$ cat src/was_pkg.sv
// ----------------------------------------------------------------------------
// was_pkg
// Shared types, command codes and time constants of the weekly alarm
// scheduler.
// ----------------------------------------------------------------------------
`default_nettype none

package was_pkg;

    // field widths
    localparam int CMD_W    = 2;
    localparam int DAY_W    = 3;
    localparam int HOUR_W   = 5;
    localparam int MIN_W    = 6;
    localparam int SEC_W    = 6;
    localparam int CFG_W    = 19;
    localparam int SLOT_O_W = 3;
    localparam int MASK_W   = 7;

    // week-minute widths: a point in the week, and the shifted difference
    localparam int WMIN_W = 14;
    localparam int DIST_W = 15;

    // time constants
    localparam logic [WMIN_W-1:0] MIN_PER_HOUR  = WMIN_W'(60);
    localparam logic [WMIN_W-1:0] MIN_PER_DAY   = WMIN_W'(1440);
    localparam logic [DIST_W-1:0] MIN_PER_WEEK  = DIST_W'(10080);
    localparam logic [DIST_W-1:0] TWO_WEEKS     = DIST_W'(20160);
    localparam logic [DAY_W-1:0]  LAST_DAY      = DAY_W'(6);

    // command codes
    localparam logic [CMD_W-1:0] CMD_TICK   = 2'd0;
    localparam logic [CMD_W-1:0] CMD_RECOMP = 2'd1;
    localparam logic [CMD_W-1:0] CMD_STOP   = 2'd2;
    localparam logic [CMD_W-1:0] CMD_NONE   = 2'd3;

    // slot register fields
    localparam int SLOT_HOUR_HI = 18;
    localparam int SLOT_HOUR_LO = 14;
    localparam int SLOT_MIN_HI  = 13;
    localparam int SLOT_MIN_LO  = 8;
    localparam int SLOT_EN_BIT  = 7;

    // input word
    typedef struct packed {
        logic [CMD_W-1:0]  command;
        logic [DAY_W-1:0]  day_now;
        logic [HOUR_W-1:0] hour_now;
        logic [MIN_W-1:0]  minute_now;
        logic [SEC_W-1:0]  second_now;
    } t_in_word;

    // result word
    typedef struct packed {
        logic                next_valid;
        logic [SLOT_O_W-1:0] next_slot;
        logic [DAY_W-1:0]    next_day;
        logic                ringing;
        logic                ring_started;
    } t_out_word;

    // controller to datapath
    typedef struct packed {
        logic latch_in;
        logic eval;
        logic issue;
        logic commit;
        logic load_out;
    } t_dp_cmd;

    // datapath to controller
    typedef struct packed {
        logic [CMD_W-1:0] command;
        logic             match;
        logic             ring;
        logic             issue_last;
        logic             pipe_busy;
    } t_dp_status;

    // minutes from the start of the week to the start of a day
    function automatic logic [WMIN_W-1:0] day_minutes(input logic [DAY_W-1:0] d);
        return WMIN_W'(d) * MIN_PER_DAY;
    endfunction

    // weekday mask bit, day seven never set
    function automatic logic day_bit(input logic [MASK_W-1:0] mask,
                                     input logic [DAY_W-1:0] d);
        logic [MASK_W:0] ext;
        ext = {1'b0, mask};
        return ext[d];
    endfunction

endpackage

`default_nettype wire

$ cat src/was_chan_if.sv
// ----------------------------------------------------------------------------
// was_chan_if
// Valid/ready channel carrying one word of a given payload type.
// ----------------------------------------------------------------------------
`default_nettype none

interface was_chan_if #(
    parameter type t_payload = logic
) ();
    logic     valid;
    logic     ready;
    t_payload data;

    modport source (output valid, output data, input ready);
    modport sink   (input valid, input data, output ready);
endinterface

`default_nettype wire

$ cat src/was_ctrl.sv
// ----------------------------------------------------------------------------
// was_ctrl
// Sequencer of the alarm scheduler: takes a word, evaluates it, runs the
// candidate scan when needed and hands the result word to the output.
// ----------------------------------------------------------------------------
`default_nettype none

module was_ctrl (
    input  wire logic                i_clk,
    input  wire logic                i_rst_n,
    input  wire logic                i_in_valid,
    output logic                     o_in_ready,
    output logic                     o_out_valid,
    input  wire logic                i_out_ready,
    input  wire was_pkg::t_dp_status i_status,
    output was_pkg::t_dp_cmd         o_cmd
);
    import was_pkg::*;

    localparam logic [2:0] S_IDLE  = 3'd0;
    localparam logic [2:0] S_EVAL  = 3'd1;
    localparam logic [2:0] S_SCAN  = 3'd2;
    localparam logic [2:0] S_DRAIN = 3'd3;
    localparam logic [2:0] S_OUT   = 3'd4;

    logic [2:0] r_state, n_state;
    logic       r_out_valid, n_out_valid;
    logic       need_scan;

    // a scan runs for recompute, stop, and a tick whose ringing minute is over
    always_comb begin
        need_scan = 1'b0;
        if (i_status.command inside {CMD_RECOMP, CMD_STOP}) begin
            need_scan = 1'b1;
        end else if (i_status.command == CMD_TICK) begin
            need_scan = i_status.ring && !i_status.match;
        end
    end

    // next state and commands
    always_comb begin
        n_state     = r_state;
        n_out_valid = (r_out_valid && !i_out_ready);
        o_cmd       = '0;
        o_in_ready  = 1'b0;
        case (r_state)
            S_IDLE: begin
                o_in_ready = 1'b1;
                if (i_in_valid) begin
                    o_cmd.latch_in = 1'b1;
                    n_state        = S_EVAL;
                end
            end
            S_EVAL: begin
                o_cmd.eval = 1'b1;
                n_state    = need_scan ? S_SCAN : S_OUT;
            end
            S_SCAN: begin
                o_cmd.issue = 1'b1;
                if (i_status.issue_last) begin
                    n_state = S_DRAIN;
                end
            end
            S_DRAIN: begin
                if (!i_status.pipe_busy) begin
                    o_cmd.commit = 1'b1;
                    n_state      = S_OUT;
                end
            end
            S_OUT: begin
                if (!r_out_valid || i_out_ready) begin
                    o_cmd.load_out = 1'b1;
                    n_out_valid    = 1'b1;
                    n_state        = S_IDLE;
                end
            end
            default: begin
                n_state = S_IDLE;
            end
        endcase
    end

    // state registers
    always_ff @(posedge i_clk) begin
        if (!i_rst_n) begin
            r_state     <= S_IDLE;
            r_out_valid <= 1'b0;
        end else begin
            r_state     <= n_state;
            r_out_valid <= n_out_valid;
        end
    end

    assign o_out_valid = r_out_valid;

    // a result word is never overwritten before it is taken
    a_no_overwrite: assert property (@(posedge i_clk) disable iff (!i_rst_n)
        o_cmd.load_out |-> (!r_out_valid || i_out_ready))
        else $error("result word overwritten while pending");

    // a commit never happens while candidates are still in flight
    a_commit_after_drain: assert property (@(posedge i_clk) disable iff (!i_rst_n)
        o_cmd.commit |-> (r_state == S_DRAIN) && !i_status.pipe_busy)
        else $error("commit without drain");

endmodule

`default_nettype wire

$ cat src/was_datapath.sv
// ----------------------------------------------------------------------------
// was_datapath
// Alarm slot registers, ringing state, and the slot-by-day distance pipeline
// with a running minimum for the upcoming alarm search.
// ----------------------------------------------------------------------------
`default_nettype none

module was_datapath #(
    parameter int ALARM_SLOTS = 5
) (
    input  wire logic                      i_clk,
    input  wire logic                      i_rst_n,
    input  wire logic                      i_cfg_we,
    input  wire logic [$clog2(ALARM_SLOTS > 1 ? ALARM_SLOTS : 2)-1:0] i_cfg_idx,
    input  wire logic [was_pkg::CFG_W-1:0] i_cfg_data,
    input  wire was_pkg::t_in_word         i_in_word,
    output was_pkg::t_out_word             o_out_word,
    input  wire was_pkg::t_dp_cmd          i_cmd,
    output was_pkg::t_dp_status            o_status
);
    import was_pkg::*;

    localparam int SLOT_W = $clog2(ALARM_SLOTS > 1 ? ALARM_SLOTS : 2);

    logic [CFG_W-1:0]    r_slot_cfg [ALARM_SLOTS];
    t_in_word            r_in;
    logic                r_ring;
    logic                r_started;
    logic                r_up_valid;
    logic [SLOT_O_W-1:0] r_up_slot;
    logic [DAY_W-1:0]    r_up_day;
    logic [WMIN_W-1:0]   r_now;
    logic [SLOT_W-1:0]   r_scan_slot;
    logic [DAY_W-1:0]    r_scan_day;
    logic                r_found;
    logic [DIST_W-1:0]   r_best;
    logic [SLOT_W-1:0]   r_best_slot;
    logic [DAY_W-1:0]    r_best_day;
    logic                r_a_valid, r_b_valid, r_c_valid;
    logic [WMIN_W-1:0]   r_a_at;
    logic [DIST_W-1:0]   r_b_raw, r_c_dist;
    logic [SLOT_W-1:0]   r_a_slot, r_b_slot, r_c_slot;
    logic [DAY_W-1:0]    r_a_day, r_b_day, r_c_day;
    t_out_word           r_out;

    logic [CFG_W-1:0]  up_cfg;
    logic              match;
    logic              sec_zero;
    logic [CFG_W-1:0]  scan_cfg;
    logic              cand_ok;
    logic [WMIN_W-1:0] cand_at;
    logic [WMIN_W-1:0] now_min;
    logic [DIST_W-1:0] raw_sum;
    logic [DIST_W-1:0] red1;
    logic [DIST_W-1:0] red2;
    logic              scan_last;

    // slot registers
    always_ff @(posedge i_clk) begin
        if (!i_rst_n) begin
            for (int i = 0; i < ALARM_SLOTS; i++) begin
                r_slot_cfg[i] <= '0;
            end
        end else if (i_cfg_we && (32'(i_cfg_idx) < 32'(ALARM_SLOTS))) begin
            r_slot_cfg[i_cfg_idx] <= i_cfg_data;
        end
    end

    // match of the upcoming alarm against the current day, hour and minute
    assign up_cfg   = r_slot_cfg[r_up_slot[SLOT_W-1:0]];
    assign sec_zero = (r_in.second_now == '0);
    always_comb begin
        match = 1'b0;
        if (r_up_valid && (32'(r_up_slot) < 32'(ALARM_SLOTS))) begin
            match = day_bit(up_cfg[MASK_W-1:0], r_in.day_now)
                 && (up_cfg[SLOT_HOUR_HI:SLOT_HOUR_LO] == r_in.hour_now)
                 && (up_cfg[SLOT_MIN_HI:SLOT_MIN_LO] == r_in.minute_now);
        end
    end

    // search origin: current minute plus one
    assign now_min = WMIN_W'(r_in.minute_now) + WMIN_W'(1)
                   + WMIN_W'(r_in.hour_now) * MIN_PER_HOUR
                   + day_minutes(r_in.day_now);

    // candidate for the slot and day under the scan counters
    assign scan_cfg  = r_slot_cfg[r_scan_slot];
    assign cand_ok   = scan_cfg[SLOT_EN_BIT] && day_bit(scan_cfg[MASK_W-1:0], r_scan_day);
    assign cand_at   = WMIN_W'(scan_cfg[SLOT_HOUR_HI:SLOT_HOUR_LO]) * MIN_PER_HOUR
                     + WMIN_W'(scan_cfg[SLOT_MIN_HI:SLOT_MIN_LO])
                     + day_minutes(r_scan_day);
    assign scan_last = (r_scan_slot == SLOT_W'(ALARM_SLOTS - 1)) && (r_scan_day == LAST_DAY);

    // distance shifted by two weeks, then folded into one week
    assign raw_sum = DIST_W'(r_a_at) + TWO_WEEKS - DIST_W'(r_now);
    assign red1    = (r_b_raw >= TWO_WEEKS) ? (r_b_raw - TWO_WEEKS) : r_b_raw;
    assign red2    = (red1 >= MIN_PER_WEEK) ? (red1 - MIN_PER_WEEK) : red1;

    // input word capture
    always_ff @(posedge i_clk) begin
        if (i_cmd.latch_in) begin
            r_in <= i_in_word;
        end
    end

    // search origin and scan counters, set at evaluation
    always_ff @(posedge i_clk) begin
        if (i_cmd.eval) begin
            r_now       <= now_min;
            r_scan_slot <= '0;
            r_scan_day  <= '0;
        end else if (i_cmd.issue) begin
            if (r_scan_day == LAST_DAY) begin
                r_scan_day  <= '0;
                r_scan_slot <= r_scan_slot + SLOT_W'(1);
            end else begin
                r_scan_day <= r_scan_day + DAY_W'(1);
            end
        end
    end

    // distance pipeline valid bits
    always_ff @(posedge i_clk) begin
        if (!i_rst_n) begin
            r_a_valid <= 1'b0;
            r_b_valid <= 1'b0;
            r_c_valid <= 1'b0;
        end else begin
            r_a_valid <= i_cmd.issue && cand_ok;
            r_b_valid <= r_a_valid;
            r_c_valid <= r_b_valid;
        end
    end

    // distance pipeline payload
    always_ff @(posedge i_clk) begin
        r_a_at   <= cand_at;
        r_a_slot <= r_scan_slot;
        r_a_day  <= r_scan_day;
        r_b_raw  <= raw_sum;
        r_b_slot <= r_a_slot;
        r_b_day  <= r_a_day;
        r_c_dist <= red2;
        r_c_slot <= r_b_slot;
        r_c_day  <= r_b_day;
    end

    // running minimum, earlier candidate kept on a tie
    always_ff @(posedge i_clk) begin
        if (!i_rst_n) begin
            r_found <= 1'b0;
        end else if (i_cmd.eval) begin
            r_found <= 1'b0;
        end else if (r_c_valid && (!r_found || (r_c_dist < r_best))) begin
            r_found <= 1'b1;
        end
    end

    always_ff @(posedge i_clk) begin
        if (r_c_valid && (!r_found || (r_c_dist < r_best))) begin
            r_best      <= r_c_dist;
            r_best_slot <= r_c_slot;
            r_best_day  <= r_c_day;
        end
    end

    // upcoming alarm and ringing state
    always_ff @(posedge i_clk) begin
        if (!i_rst_n) begin
            r_ring     <= 1'b0;
            r_started  <= 1'b0;
            r_up_valid <= 1'b0;
            r_up_slot  <= '0;
            r_up_day   <= '0;
        end else begin
            if (i_cmd.latch_in) begin
                r_started <= 1'b0;
            end
            if (i_cmd.eval && (r_in.command == CMD_TICK)) begin
                r_ring    <= r_ring || (match && sec_zero);
                r_started <= match && sec_zero && !r_ring;
            end
            if (i_cmd.commit) begin
                if (r_found) begin
                    r_up_valid <= 1'b1;
                    r_up_slot  <= SLOT_O_W'(r_best_slot);
                    r_up_day   <= r_best_day;
                end else begin
                    r_up_valid <= 1'b0;
                    r_up_slot  <= '0;
                end
                if (r_in.command != CMD_RECOMP) begin
                    r_ring <= 1'b0;
                end
            end
        end
    end

    // result word register
    always_ff @(posedge i_clk) begin
        if (i_cmd.load_out) begin
            r_out.next_valid   <= r_up_valid;
            r_out.next_slot    <= r_up_valid ? r_up_slot : '0;
            r_out.next_day     <= r_up_valid ? r_up_day : '0;
            r_out.ringing      <= r_ring;
            r_out.ring_started <= r_started;
        end
    end

    assign o_out_word          = r_out;
    assign o_status.command    = r_in.command;
    assign o_status.match      = match;
    assign o_status.ring       = r_ring;
    assign o_status.issue_last = scan_last;
    assign o_status.pipe_busy  = r_a_valid || r_b_valid || r_c_valid;

    // upcoming slot always names an existing slot
    a_slot_in_range: assert property (@(posedge i_clk) disable iff (!i_rst_n)
        r_up_valid |-> (32'(r_up_slot) < 32'(ALARM_SLOTS)))
        else $error("upcoming slot out of range");

    // folded distance lies within one week
    a_dist_folded: assert property (@(posedge i_clk) disable iff (!i_rst_n)
        r_c_valid |-> (r_c_dist < MIN_PER_WEEK))
        else $error("distance not reduced below one week");

    // a start pulse only comes with ringing
    a_start_rings: assert property (@(posedge i_clk) disable iff (!i_rst_n)
        r_started |-> r_ring)
        else $error("ring start without ringing");

endmodule

`default_nettype wire

$ cat src/weekly_alarm_scheduler.sv
// ----------------------------------------------------------------------------
// weekly_alarm_scheduler
// A tick that needs no search, or an unknown command, gives its word once
// it has been evaluated; recompute, stop, and a tick that ends ringing
// scan every slot and day, one candidate a cycle through the distance
// pipeline, and give their word once the pipeline has drained.
// Throughput: one word at a time; the next word is taken the cycle after the
// result is loaded into the output register. Reset clears slots, alarm, ringing.
// ----------------------------------------------------------------------------
`default_nettype none

module weekly_alarm_scheduler #(
    parameter int ALARM_SLOTS = 5
) (
    input  wire logic                      i_clk,
    input  wire logic                      i_rst_n,
    was_chan_if.sink                       i_cmd_ch,
    was_chan_if.source                     o_res_ch,
    input  wire logic                      i_cfg_we,
    input  wire logic [$clog2(ALARM_SLOTS > 1 ? ALARM_SLOTS : 2)-1:0] i_cfg_idx,
    input  wire logic [was_pkg::CFG_W-1:0] i_cfg_data
);
    import was_pkg::*;

    t_dp_cmd    dp_cmd;
    t_dp_status dp_status;
    t_in_word   in_word;
    t_out_word  out_word;
    logic       in_ready;
    logic       out_valid;

    assign in_word = i_cmd_ch.data;

    // sequencer
    was_ctrl u_ctrl (
        .i_clk       (i_clk),
        .i_rst_n     (i_rst_n),
        .i_in_valid  (i_cmd_ch.valid),
        .o_in_ready  (in_ready),
        .o_out_valid (out_valid),
        .i_out_ready (o_res_ch.ready),
        .i_status    (dp_status),
        .o_cmd       (dp_cmd)
    );

    // slot registers and search datapath
    was_datapath #(
        .ALARM_SLOTS (ALARM_SLOTS)
    ) u_datapath (
        .i_clk      (i_clk),
        .i_rst_n    (i_rst_n),
        .i_cfg_we   (i_cfg_we),
        .i_cfg_idx  (i_cfg_idx),
        .i_cfg_data (i_cfg_data),
        .i_in_word  (in_word),
        .o_out_word (out_word),
        .i_cmd      (dp_cmd),
        .o_status   (dp_status)
    );

    // channel handshakes
    assign i_cmd_ch.ready = in_ready;
    assign o_res_ch.valid = out_valid;
    assign o_res_ch.data  = out_word;

endmodule

`default_nettype wire

$ cat src/flat_wrapper.sv
// flat-port wrapper written by rule: the top's interface ports become plain ports
module weekly_alarm_scheduler_flat import was_pkg::*;
#(
    parameter int ALARM_SLOTS = 5
)
  (i_clk, i_rst_n, i_cfg_we, i_cfg_idx, i_cfg_data, i_cmd_ch_valid, i_cmd_ch_data, i_cmd_ch_ready, o_res_ch_valid, o_res_ch_data, o_res_ch_ready);
  was_chan_if #(.t_payload(t_in_word)) i_cmd_ch_i ();
  was_chan_if #(.t_payload(t_out_word)) o_res_ch_i ();
  input  wire logic i_clk;
  input  wire logic i_rst_n;
  input  wire logic i_cfg_we;
  input  wire logic [$clog2(ALARM_SLOTS > 1 ? ALARM_SLOTS : 2)-1:0] i_cfg_idx;
  input  wire logic [was_pkg::CFG_W-1:0] i_cfg_data;
  input wire logic [$bits(i_cmd_ch_i.valid)-1:0] i_cmd_ch_valid;
  input wire logic [$bits(i_cmd_ch_i.data)-1:0] i_cmd_ch_data;
  output wire logic [$bits(i_cmd_ch_i.ready)-1:0] i_cmd_ch_ready;
  output wire logic [$bits(o_res_ch_i.valid)-1:0] o_res_ch_valid;
  output wire logic [$bits(o_res_ch_i.data)-1:0] o_res_ch_data;
  input wire logic [$bits(o_res_ch_i.ready)-1:0] o_res_ch_ready;
  assign i_cmd_ch_i.valid = i_cmd_ch_valid;
  assign i_cmd_ch_i.data = i_cmd_ch_data;
  assign i_cmd_ch_ready = i_cmd_ch_i.ready;
  assign o_res_ch_valid = o_res_ch_i.valid;
  assign o_res_ch_data = o_res_ch_i.data;
  assign o_res_ch_i.ready = o_res_ch_ready;
  weekly_alarm_scheduler #(.ALARM_SLOTS(ALARM_SLOTS)) u_core (.i_clk(i_clk), .i_rst_n(i_rst_n), .i_cmd_ch(i_cmd_ch_i), .o_res_ch(o_res_ch_i), .i_cfg_we(i_cfg_we), .i_cfg_idx(i_cfg_idx), .i_cfg_data(i_cfg_data));
endmodule
$ cat config.mk
export PLATFORM = sky130hd
export DESIGN_NAME = weekly_alarm_scheduler_flat
export DESIGN_NICKNAME = d
export VERILOG_FILES = /design/src/was_pkg.sv /design/src/was_chan_if.sv /design/src/was_ctrl.sv /design/src/was_datapath.sv /design/src/weekly_alarm_scheduler.sv /design/src/flat_wrapper.sv
export SDC_FILE = /design/constraint.sdc
export NUM_CORES = 1
export LEC_CHECK = 0
export BUFFER_PORTS_ARGS = -buffer_cell sky130_fd_sc_hd__buf_2
export CAP_MARGIN = 20
export CORE_AREA = 2 2 189 191
export CTS_CLUSTER_SIZE = 30
export DETAILED_ROUTE_END_ITERATION = 8
export DIE_AREA = 0 0 191 193
export RECOVER_POWER = 100
export REMOVE_ABC_BUFFERS = 1
export SLEW_MARGIN = 5
export SYNTH_ARGS = -nofsm -noshare
export SYNTH_HDL_FRONTEND = slang
export SYNTH_SLANG_ARGS = --single-unit
$ cat constraint.sdc
create_clock -name i_clk -period 7.2 [get_ports i_clk]
set_clock_uncertainty 0.15 [all_clocks]
set_input_delay 0.36 -clock i_clk [delete_from_list [all_inputs] [get_ports i_clk]]
set_output_delay 0.36 -clock i_clk [all_outputs]
set_load 0.02 [all_outputs]
# Word level (Yosys, flattened, before mapping)
# Memory sizes are Yosys's and may differ from the RTL's. A register that Yosys moved wholly into a read port is not among the register bits.
# Cells that the tools add are included.
[totals] register_bits=151 mem_bits_rw=95 elab_cells=153 mem_count=1
[memory_table] memory="u_core.u_datapath.r_slot_cfg" depth=5 width=19 read_ports=2 rd_ports_with_merged_regs=2 write_ports=5 line="was_datapath.sv:25" text="logic [CFG_W-1:0] r_slot_cfg [ALARM_SLOTS];"
[op_classes] add_sub_neg=11 mul=4 n_lt_le_gt_ge=7 eq_ne=15 n_mux=45 n_bitwise=1 reduce_logical=33
[ops] operator="$mux W3" count=12
[ops] operator="$mux W15" count=2
[ops] operator="$add A12 B14 Y14" count=2
[ops] operator="$mux W1" count=27
[ops] operator="$mux W19" count=1
[ops] operator="$reduce_or A19 Y1" count=1
[ops] operator="$mul A3 B6 Y9 const B" count=2
[ops] operator="$mul A5 B4 Y9 const B" count=2
[ops] operator="$add A14 B15 Y15 const B" count=1
[ops] operator="$ge A15 B14 Y1 const B" count=1
[ops] operator="$ge A15 B15 Y1 const B" count=1
[ops] operator="$lt A15 B15 Y1" count=1
[ops] operator="$pmux W3 S5" count=1
[ops] operator="$sub A15 B14 Y15" count=1
[ops] operator="$sub A15 B14 Y15 const B" count=1
[ops] operator="$sub A15 B15 Y15 const B" count=1
[ops] operator="$logic_and A1 B1 Y1" count=13
[ops] operator="$add A11 B6 Y12" count=1
[ops] operator="$add A7 B11 Y12" count=1
[ops] operator="$eq A3 B3 Y1 const B" count=3
[ops] operator="$lt A3 B4 Y1 const B" count=2
[ops] operator="$ne A2 B2 Y1 const B" count=4
[ops] operator="$add A6 B1 Y7 const B" count=1
[ops] operator="$add A3 B1 Y3 const B" count=2
[ops] operator="19 further kinds" count=32

# Longest topological paths before layout
# Gate-level depths: netlist of run 1.
[logic_depth] ltp_word=11 depth_mapped=21 mapped_depth_nobuf=19

# By module
# From an unflattened synthesis of run 1, not the netlist that was laid out.
[hier_totals] hier_cells=1216 area_unflattened_um2=16236.8
[by_module_without_submodules] mod="was_datapath" n_inst=1 cells_each=1178 area_each_um2=15945.3 seq_area_each_um2=8287.9
[by_module_without_submodules] mod="was_ctrl" n_inst=1 cells_each=38 area_each_um2=291.5 seq_area_each_um2=80.1

# Worst setup path before layout of run 1
# Ideal clock, no wire load.
[synth_path] path_type="reg2reg" from="register (tool-made name)" to="register u_core.u_datapath.r_a_at[13]" t_arrival_ns=5.916 required_ns=6.923 slack_ns=1.007 stages_incl_launch_ff=20 n_path_buf=2 period_less_slack_ns=6.193 path_cell_list="dfxtp_1 > buf_2 > buf_1 > mux4_2 > mux2i_1 > inv_1 > fa_1 > fa_1 > inv_1 > fa_1 > fa_1 > inv_1 > ha_1 > a21o_1 > a21oi_1 > o21bai_1 > a21oi_1 > o21ai_0 > mux2_2 > or3_1"
[synth_lines] item="to (signal assigned)" line="was_datapath.sv:137" text="r_a_at <= cand_at;"
[synth_lines] item="to (decl)" line="was_datapath.sv:40" text="logic [WMIN_W-1:0] r_a_at;"

==> impl_results.md, run 1 <==
- Crit start category: register
- Clock sinks: roughly 310
- CP dominant cell by count: fa_1
- Final nets: ~1600
- Cell taking the most area after synthesis: edfxtp_1
- Via Count: around 9600
- Max-slew violations: 210
- Peak supply drop: around 0.17 mV
- Post-Syn Area: ~16000 sq um
- Max clock buf depth: 3
- Cell count after synthesis: 1206
- DRT Pass-1 Iters: 5
- Number of CTS-inserted buffers: 35
- Final Hold Fails: 0
- Synth area leaders: edfxtp_1 40%, dfxtp_1 11%, mux4_2 11%
- Total placed cells including tap cells: about 1800
- Static Leak: approximately 7.2 nW
- Worst path max stage delay: slightly above 0.6 ns
- FFs w/ async S/R, synth: 0%
- Max-capacitance violation count: 11
- Clk slew on worst S/H paths: roughly 0.060 ns
- Cell variety after synth: between 60 and 70
- Skew-Pair Late Insertion Delay: ~0.51 ns
- Slowest-stage cell, CP: dfxtp_2
- Post-route cell area: between 15000 and 20000 sq um
- Top Ports: 60
- Setup bufs post-CTS: 0
- Req. time, crit path: roughly 7.4 ns
- Initial antenna violation count: 0
- CTS tree: done
- GPL Wtd Cong: 0.798
- Most used DFF post-synth: edfxtp_1
- Vias in the first global route: between 9000 and 10000
- CP cell instances: mux4_2, mux2i_1, inv_1, fa_1, fa_1, inv_1, fa_1, fa_1, inv_1, ha_1, a21o_1, a21oi_1, o21bai_1, a21oi_1, o21ai_0, mux2_2, or3_1
- Die Height: about 190 microns
- Fin Setup TNS: 0 ns
- PwrDens: roughly 330 nW/um^2
- Tot GR Track Use: between 10% and 20%
- Vias per cell: 5.15
- Core footprint: between 30000 and 40000 sq um
- Endpoint type of the worst setup path: register
- Port bufs: 59
- Min-Delay Path Class: in2reg
- Post-Route WL: between 30000 and 40000 microns
- Largest net degree at the start of global routing: 34
- Outcome: complete, but fails checks
- RSZ-0062 raised after global routing: no
- Grt total ovfl: 0
- Post-synth top area share: 40.4%
- Fmax: 0.165 GHz
- Critical path class: reg2reg
- Chip width: 191 microns
- Placed Area: around 17000 sq um
- FF-to-FF path depth: 17
- R2r endpoint: u_core.u_datapath.r_a_at[13]
- Post-Layout Cell Count: roughly 1900
- Initial Util: approximately 46%
- Crit path to: u_core.u_datapath.r_a_at[13]
- Failing checks: capacitance limit, slew limit
- Crit path time final: approximately 6.1 ns
- Syn_area_per_cell: ~13 sq um
- Std-Cell Rows: slightly below 70
- R2R setup slack: 1.12 ns
- Area Overhead vs Synth: 15.0%
- Final core utilization: between 50% and 60%
- CP Max Fanout: 14
- Fin crit share: a little over four fifths
- Slew margin rel.: -96.6%
- DRC violations left: 0
- Clk root buf: clkbuf_16
- Die area: around 37000 sq um
- Yosys reg bits: ~310
- Seq/Total Area, Yosys: between 50 and 60%
- Worst Tran Pin Value: 2.94 ns
- Dpl hpwl: between 20000 and 25000 microns
- First-pass GRT wire length: around 52000 microns
- Ant. Diodes: 0
- CTS H-tree depth: 2
- Routed wire per std cell: between 15 and 20 microns
- YS warnings: 0
- Number of synthesized flops with an enable pin: between 200 and 250
- Starting DRT DRC Count: between 300 and 400
- CP arrival: approximately 6.3 ns
- Worst hold margin: around 0.077 ns
- Layout cells sized above 1: about an eighth
- Detail Route Antenna Nets: 0
- Setup violators final: 0
## final cells by class
cell class | instances | area [sq um]
clock buffer | 47 | 951
tap | 461 | 577
clock inverter | 15 | 181
sequential | 309 | 8370
multi-input combinational | 807 | 7420
inverter | 106 | 398
fill | 3016 | 16300
timing repair buffer | 115 | 738
## registers in the layout (all words and copies together), names as in the netlist, 2 cells and up, named ones only
register / cells
u_core.u_datapath.r_a_at: 14
u_core.u_datapath.r_c_day: 3
u_core.u_datapath.o_status: 2
u_core.u_datapath.r_up_slot: 3
u_core.u_datapath.r_b_slot: 3
u_core.u_datapath.r_best: 15
u_core.u_datapath.r_b_raw: 15
u_core.u_datapath.r_b_day: 3
u_core.u_datapath.r_a_slot: 3
u_core.u_datapath.r_now: 14
u_core.u_datapath.r_best_day: 3
u_core.u_datapath.o_out_word: 9
u_core.u_datapath.r_up_day: 3
u_core.u_datapath.r_a_day: 3
u_core.u_datapath.r_best_slot: 3
u_core.u_ctrl.r_state: 3
u_core.u_datapath.r_scan_slot: 3
u_core.u_datapath.r_c_dist: 15
u_core.u_datapath.r_in: 20
u_core.u_datapath.r_c_slot: 3
u_core.u_datapath.r_slot_cfg: 152
u_core.u_datapath.r_scan_day: 3
## cell families after synthesis
group	synth area share, %
other	0.0231
XOR/XNOR	3.67
buffers and inverters	3.72
multiplexers	13.4
AO/OA/AOI/OAI	6.18
flip-flops	51.6
adder cells (fa/ha/maj)	11.9
AND/OR/NAND/NOR	9.46
## through the flow
stage | total power [mW] | setup slack, ns
2_1_floorplan | 4.04 | 0.337
3_3_place_gp | 4.48 | 1.21
3_5_place_dp | 4.51 | 1.11
4_1_cts | 6.30 | 1.09
5_1_grt | 6.65 | 0.664
6_report | 6.21 | 1.12
## timing repair
item | CTS | global route
hold endpoints to repair | 79 | 0
resized for setup | 0 | 0
hold buffers | 41 | 0
## synth_stat cells, types with 4 or more instances
library cell  instances
xnor2_1              46
buf_2                 9
edfxtp_1            218
or3_1                 4
o2111ai_1             4
a21o_1               20
o21ai_0              24
inv_1               106
nor2_1               29
o211ai_1              4
buf_1                 5
xor2_1               22
nor3_1               19
nand2_1              35
nand4_1               8
fa_1                 20
dfxtp_1              91
nand3b_1              4
nor2b_1              10
mux2_2               11
and2_1              105
nand3_1              21
ha_1                122
nand2b_1              8
a31oi_1               4
a21oi_1              57
mux2i_1              28
mux4_2               78
clkbuf_1             20
o21bai_1             12
and3_1                7
## cells in the final DEF (no fill, tap or decap), drive strengths merged, types with 26 or more instances in the layout
master	instances
edfxtp	218
ha	122
inv	107
and2	105
dfxtp	91
clkbuf	91
mux4	78
a21oi	58
conb	57
xnor2	46
dlygate4sd3	41
nand2	36
buf	30
nor2	29
mux2i	28
o21ai	26
## power by group
group	total [mW]	internal (mW)	switching, mW	leakage, nW
Sequential	2.39	2.22	0.168	2.83
Clock	1.76	1.07	0.687	0.551
Combinational	2.06	0.964	1.09	3.81
## routing by layer
metal  track usage, %  up-vias  share of wire (%)
li1                 -     4714                  -
met1             22.5     4631                 42
met2             33.8      168                 51
met3             2.35       64                3.6
met4             6.44        0                3.3
met5                0        -                  0
## worst max-delay path, delay by kind of cell (launching register included)
family / cells / cell delay, ns
buffers and inverters: 3 / 0.30
AND/OR/NAND/NOR: 1 / 0.37
adder cells (fa/ha/maj): 5 / 2.36
flip-flops: 1 / 0.61
multiplexers: 3 / 1.20
AO/OA/AOI/OAI: 5 / 0.95
## how the worst min path moves through the flow
| stage | to | depth (start not counted) | startpoint | slack (ns) |
|---|---|---|---|---|
| 3_5_place_dp | u_core.u_datapath.r_c_slot[1] | 0 | u_core.u_datapath.r_b_slot[1] | 0.16 |
| 3_3_place_gp | u_core.u_datapath.r_c_slot[2] | 0 | u_core.u_datapath.r_b_slot[2] | 0.16 |
| 4_1_cts | u_core.u_ctrl.o_out_valid | 4 | o_res_ch_ready | 0.05 |
| 2_1_floorplan | u_core.u_datapath.r_b_day[0] | 0 | u_core.u_datapath.r_a_day[0] | 0.16 |
| 6_report | u_core.u_ctrl.o_out_valid | 4 | o_res_ch_ready | 0.08 |
| 5_1_grt | u_core.u_ctrl.o_out_valid | 4 | o_res_ch_ready | 0.09 |
No activity file was read; power rests on OpenSTA's default activity.
==> inputs of run 2 (changes only) <==
--- a/config.mk
+++ b/config.mk
@@ -11,6 +11,7 @@
 export CTS_CLUSTER_SIZE = 30
 export DETAILED_ROUTE_END_ITERATION = 8
 export DIE_AREA = 0 0 191 193
+export PLACE_DENSITY = 0.65
 export RECOVER_POWER = 100
 export REMOVE_ABC_BUFFERS = 1
 export SLEW_MARGIN = 5
==> constraint.sdc (replaced) <==
create_clock -name i_clk -period 5.3 [get_ports i_clk]
set_clock_uncertainty 0.15 [all_clocks]
set_input_delay 0.265 -clock i_clk [delete_from_list [all_inputs] [get_ports i_clk]]
set_output_delay 0.265 -clock i_clk [all_outputs]
set_load 0.02 [all_outputs]
==> run 2 against run 1 <==
The run still ends with capacitance limit, slew limit left. Fmax rose by 17%. Sequential power up 35%. Worst setup slack worse by 1.0 ns. Via count is 2.2% higher. First-iteration DRC count grew 63%.
==> impl_results.md, run 2 (synthesized netlist as in run 1, its figures left out) <==
- RSZ-0062 raised after global routing: yes
- Die area: 36900 sq um (unchanged)
- DRC violations left: 0 (unchanged)
- Outcome: complete, but fails checks
- Dpl hpwl: 23000 microns (about the same)
- Vias in the first global route: 9940 (+0.20%)
- Chip width: 191 microns (unchanged)
- GPL Wtd Cong: 0.810 (+1.5%)
- Fin Setup TNS: 0 ns (unchanged)
- DRT Pass-1 Iters: 5 (unchanged)
- Setup violators final: 0 (unchanged)
- Biggest regs: u_core.u_datapath.r_slot_cfg x152, u_core.u_datapath.r_in x20
- Core footprint: 35000 sq um (unchanged)
- Vias per cell: 5.15 (about the same)
- Clk slew on worst S/H paths: 0.06 ns (about the same)
- Endpoint type of the worst setup path: register
- Crit path time final: 5.20 ns (-0.879 ns)
- Number of CTS-inserted buffers: 35 (unchanged)
- Layout cells sized above 1: 18.5% (+5.4 points)
- First-pass GRT wire length: 52000 microns (-0.67%)
- Post-route cell area: 19200 sq um (+3.3%)
- Commonest non-fill, non-tap cell in the layout: edfxtp_1
- Grt total ovfl: 0 (unchanged)
- Placed Area: 17500 sq um (+1.4%)
- CP arrival: 5.44 ns (-0.87 ns)
- Die Height: 193 microns (unchanged)
- Crit start category: register
- Post-Route WL: 32600 microns (-1.4%)
- Port bufs: 59 (unchanged)
- Max clock buf depth: 3 (unchanged)
- Via Count: 9790 (+2.2%)
- Fmax: 0.192 GHz (+17%)
- Top Ports: 60 (unchanged)
- Std-Cell Rows: 69 (unchanged)
- Initial antenna violation count: 0 (unchanged)
- Max-slew violations: 40 (-81%)
- Min-Delay Path Class: reg2reg
- Setup WS post-layout: 0.102 ns (-1.02 ns)
- Req. time, crit path: 5.54 ns (-1.89 ns)
- Final core utilization: 55.1% (+1.8 points)
- CTS tree: done
- CP cell instances: buf_6, mux4_2, mux2i_2, inv_1, fa_1, fa_1, inv_2, fa_2, fa_1, inv_2, ha_4, a21o_1, a21oi_2, o21bai_1, a21oi_2, o21ai_2, mux2_4, or3_1
- Final Hold Fails: 0 (unchanged)
- Clock sinks: 309 (unchanged)
- Number of flip-flops in the largest register: 152 (unchanged)
- Buf/Inv on CP: 4 (+1)
- CTS H-tree depth: 2 (unchanged)
- Fin crit share: 98.1% (+14 points)
- Detail Route Antenna Nets: 0 (unchanged)
- Initial Util: 46.4% (unchanged)
- Slew margin rel.: -2.57% (+94 points)
- Max-capacitance violation count: 2 (-9)
- Skew-Pair Late Insertion Delay: 0.52 ns (about the same)
- Worst path max stage delay: 0.55 ns (-0.06 ns)
- Failing checks: capacitance limit, slew limit
- Worst Tran Pin Value: 1.54 ns (-1.40 ns)
- Worst hold margin: 0.174 ns (+0.0966 ns)
- Peak supply drop: 0.284 mV (+69%)
- Critical path class: reg2reg
- Starting DRT DRC Count: 590 (+63%)
- Pwr Total: 8.76 mW (+41%)
- Most frequent cells in the layout: 218 x edfxtp_1, 121 x ha_1, 103 x inv_1, 99 x and2_1, 88 x dfxtp_1
- Final nets: 1605 (+2.6%)
- FILL cells: 2939 (-2.6%)
- Largest net degree at the start of global routing: 26 (-24%)
- Ant. Diodes: 0 (unchanged)
- Clk root buf: clkbuf_16
- Static Leak: 7.60 nW (+5.8%)
- PwrDens: 455 nW/um^2 (+37%)
- Total placed cells including tap cells: 1786 (+1.7%)
- Largest reg by FF count: u_core.u_datapath.r_slot_cfg
- Post-Layout Cell Count: 1902 (+2.3%)
- Area Overhead vs Synth: 18.8%
- CP Max Fanout: 6 (-8)
- Tot GR Track Use: 18.3% (-0.13 points)
- CP dominant cell by count: fa_1
- Pre-CTS setup slack: -0.198 ns (-1.31 ns)
- Slowest-stage cell, CP: fa_1
- Routed wire per std cell: 17.2 microns (-3.6%)
- CP delay by family, top: adder cells
[run 2: worst register-to-register path: cells and delay by family, from the launching register on]
family | cells | cell delay [ns]
muxes | 3 | 0.99
buffers and inverters | 4 | 0.34
AOI/OAI and AO/OA | 5 | 0.69
and+or+nand+nor | 1 | 0.35
adders and majority gates | 5 | 2.25
DFF | 1 | 0.34
[run 2: area by class of cell]
class	count	area [sq um]	share of cell area (%)
Inverter	106	398	2.07
Clock buffer	43	1000	5.20
Multi-Input combinational cell	807	7550	39.2
Sequential cell	309	8370	43.5
Tap cell	461	577	3.00
Timing Repair Buffer	155	1110	5.79
Clock inverter	21	236	1.23
[run 2: path summary, 6_finish.rpt]
path | start | end | slack [ns] | cells after the start
worst min register to register | u_core.u_datapath.r_a_day[1] | u_core.u_datapath.r_b_day[1] | 0.17 | 0
worst min-delay path | u_core.u_datapath.r_a_day[1] | u_core.u_datapath.r_b_day[1] | 0.17 | 0
worst max register to register | register | u_core.u_datapath.r_a_at[13] | 0.10 | 18
worst max-delay path | register | u_core.u_datapath.r_a_at[13] | 0.10 | 18
[run 2: layer usage]
| metal | global-route usage (%) | wire length, microns | up-vias |
|---|---|---|---|
| li1 | - | - | 4801 |
| met1 | 21.9 | 13500 | 4778 |
| met2 | 33.4 | 16900 | 159 |
| met3 | 3.19 | 1360 | 52 |
| met4 | 6.17 | 946 | 0 |
| met5 | 0 | 0 | - |
[run 2: timing repair]
item / 4_1_cts / 5_1_grt
resized for setup: 8 / 13
endpoints found under the setup margin: 1 / 2
hold endpoints to repair: 172 / 0
gates cloned: 0 / 0
setup buffers: 1 / 8
hold buffers: 42 / 0
pin swaps: 4 / 13
[run 2: power breakdown]
part           total [mW]  leakage (nW)  internal, mW  switching (mW)
clock                2.53         0.603          1.55           0.974
sequential           3.23          2.83          3.01           0.220
combinational        3.00          4.18          1.45            1.55
total                8.76          7.60          6.02            2.75
==> inputs of run 3 (changes only) <==
--- a/config.mk
+++ b/config.mk
@@ -7,11 +7,13 @@
 export LEC_CHECK = 0
 export BUFFER_PORTS_ARGS = -buffer_cell sky130_fd_sc_hd__buf_2
 export CAP_MARGIN = 20
+export CELL_PAD_IN_SITES_DETAIL_PLACEMENT = 1
+export CELL_PAD_IN_SITES_GLOBAL_PLACEMENT = 1
 export CORE_AREA = 2 2 189 191
 export CTS_CLUSTER_SIZE = 30
 export DETAILED_ROUTE_END_ITERATION = 8
 export DIE_AREA = 0 0 191 193
-export PLACE_DENSITY = 0.65
+export PLACE_DENSITY_LB_ADDON = 0.1
 export RECOVER_POWER = 100
 export REMOVE_ABC_BUFFERS = 1
 export SLEW_MARGIN = 5
==> constraint.sdc (replaced) <==
create_clock -name i_clk -period 5 [get_ports i_clk]
set_clock_uncertainty 0.15 [all_clocks]
set_input_delay 0.25 -clock i_clk [delete_from_list [all_inputs] [get_ports i_clk]]
set_output_delay 0.25 -clock i_clk [all_outputs]
set_load 0.02 [all_outputs]
==> run 3 against run 2 <==
The flow finishes with violations (capacitance limit, slew limit, setup timing). Critical path depth shrank 1. Sequential power increased by 6.5%. Sequential share of layout area shrank 0.41 points. Core utilization rose by 0.54 points. Fmax is 1.1% lower. Combinational power grew 16%. Via count rose by 4.4%. Clock power grew 7%.
==> impl_results.md, run 3 (synthesized netlist as in run 1, its figures left out) <==
- Critical path class: reg2reg
- Top Ports: 60 (unchanged)
- Skew-Pair Late Insertion Delay: 0.53 ns (about the same)
- PwrDens: 496 nW/um^2 (+8.9%)
- Number of flip-flops in the largest register: 152 (unchanged)
- CP Max Fanout: 3 (-3)
- Req. time, crit path: 5.25 ns (-0.29 ns)
- Peak supply drop: 0.301 mV (+6.1%)
- Endpoint type of the worst setup path: register
- Die area: 36900 sq um (unchanged)
- Largest net degree at the start of global routing: 23 (-12%)
- Pwr Total: 9.64 mW (+10%)
- CP cell instances: buf_6, mux4_2, mux2_4, fa_2, fa_1, inv_1, fa_2, fa_1, inv_2, ha_4, a21o_1, a21oi_2, o21bai_1, a21oi_2, o21ai_4, mux2_4, or3_1
- Final Hold Fails: 0 (unchanged)
- Largest reg by FF count: u_core.u_datapath.r_slot_cfg
- Fin crit share: 105% (+7.0 points)
- Clk root buf: clkbuf_16
- Clk slew on worst S/H paths: 0.06 ns (about the same)
- Fmax: 0.190 GHz (-1.1%)
- Clock sinks: 309 (unchanged)
- Std-Cell Rows: 69 (unchanged)
- Max-slew violations: 102 (+160%)
- CP arrival: 5.50 ns (+0.06 ns)
- Number of CTS-inserted buffers: 38 (+8.6%)
- Setup violators final: 2 (+2)
- Ant. Diodes: 0 (unchanged)
- DRT Pass-1 Iters: 4 (-1)
- Outcome: complete, but fails checks
- CTS tree: done
- Hold Crit Start: u_core.u_datapath.r_a_day[1]
- Slew margin rel.: -93.2% (-91 points)
- Setup WS post-layout: -0.254 ns (-0.355 ns)
- Biggest regs: u_core.u_datapath.r_slot_cfg x152, u_core.u_datapath.r_in x20
- Vias per cell: 5.30 (+2.9%)
- Initial Util: 46.4% (unchanged)
- Max-capacitance violation count: 5 (+3)
- Post-Route WL: 38600 microns (+18%)
- Dpl hpwl: 27000 microns (+17%)
- Failing checks: capacitance limit, slew limit, setup timing
- First-pass GRT wire length: 60900 microns (+17%)
- Crit path time final: 5.25 ns (+0.0554 ns)
- Most frequent cells in the layout: 218 x edfxtp_1, 117 x ha_1, 101 x inv_1, 88 x dfxtp_1, 80 x and2_0
- Area Overhead vs Synth: 19.9%
- Placed Area: 17700 sq um (+0.97%)
- GPL Wtd Cong: 0.812 (+0.20%)
- Grt total ovfl: 0 (unchanged)
- RSZ-0062 raised after global routing: yes
- Crit start category: register
- Via Count: 10200 (+4.4%)
- Worst Tran Pin Value: 2.88 ns (+1.34 ns)
- Tot GR Track Use: 21.7% (+3.3 points)
- Port bufs: 59 (unchanged)
- Routed wire per std cell: 20.0 microns (+16%)
- Detail Route Antenna Nets: 0 (unchanged)
- Worst path max stage delay: 0.57 ns (+0.02 ns)
- Min-Delay Path Class: reg2reg
- FILL cells: 3545 (+21%)
- Final nets: 1632 (+1.7%)
- Slowest-stage cell, CP: fa_1
- Initial antenna violation count: 0 (unchanged)
- DRC violations left: 0 (unchanged)
- Starting DRT DRC Count: 354 (-40%)
- Max clock buf depth: 3 (unchanged)
- Post-route cell area: 19400 sq um (+0.98%)
- Layout cells sized above 1: 18.4% (-0.081 points)
- Commonest non-fill, non-tap cell in the layout: edfxtp_1
- Core footprint: 35000 sq um (unchanged)
- Chip width: 191 microns (unchanged)
- Die Height: 193 microns (unchanged)
- Vias in the first global route: 11200 (+12%)
- CTS H-tree depth: 2 (unchanged)
- Static Leak: 7.59 nW (-0.22%)
## run 3: changes by cell type in the layout (fill, tap and decap cells not counted), sizes merged
| cell | delta |
|---|---|
| clkbuf | +26 |
| inv | -1 |
| buf | +3 |
| bufinv | -1 |
| clkinv | +1 |
| clkinvlp | -2 |
| dlygate4sd3 | +2 |
## run 3: report_power, final
part           internal [mW]  switching (mW)
Combinational           1.65            1.85
Sequential              3.20           0.240
Clock                   1.65            1.05
Total                   6.50            3.14
## run 3: path summary, 6_finish.rpt
kind / to / slack, ns / cells past startpoint
worst max-delay path: u_core.u_datapath.r_a_at[13] / -0.25 / 17
worst max register to register: u_core.u_datapath.r_a_at[13] / -0.25 / 17
worst min register to register: u_core.u_datapath.r_b_day[1] / 0.18 / 0
worst min-delay path: u_core.u_datapath.r_b_day[1] / 0.18 / 0
## run 3: critical path: cells and delay by family (launching register included)
| kind | cells | cell delay (ns) |
|---|---|---|
| buffers and inverters | 3 | 0.26 |
| DFF | 1 | 0.39 |
| muxes | 3 | 1.10 |
| AOI/OAI and AO/OA | 5 | 0.71 |
| adders and majority gates | 5 | 2.22 |
| and+or+nand+nor | 1 | 0.31 |
## run 3: layer usage
layer | track usage (%) | wire length (microns)
met5 | 0 | 0
met4 | 7.16 | 1220
met3 | 2.99 | 1080
met2 | 40.0 | 20300
met1 | 26.1 | 15900
## run 3: repair_timing
item | CTS | global route
buffers inserted | 5 | 5
pin swaps | 21 | 24
setup endpoints to repair | 6 | 6
gates resized for setup | 23 | 22
hold endpoints to repair | 179 | 0
hold buffers | 44 | 0
## run 3: per-stage QoR
step | setup slack (ns) | cells | hold slack, ns | util (%) | TNS, ns
final | -0.254 | 1930 | 0.175 | 55.6 | -0.262
after CTS | -0.274 | 1925 | 0.177 | 55.7 | -0.274
after detailed placement | -0.522 | 1810 | 0.163 | 50.5 | -0.995
after global routing | -0.402 | 1930 | 0.180 | 55.6 | -0.968
after floorplan | -1.86 | 1222 | 0.160 | - | -10.07
after global placement | -0.433 | 1809 | 0.163 | 50.5 | -0.628
## run 3: area by class of cell
class	instances	area, sq um	share of cell area, %
clock buffer	50	1070	5.50
clock inverter	18	164	0.843
inverter	106	402	2.07
multi-input combinational	807	7610	39.1
sequential	309	8370	43.1
tap	461	577	2.97
timing repair buffer	179	1240	6.40
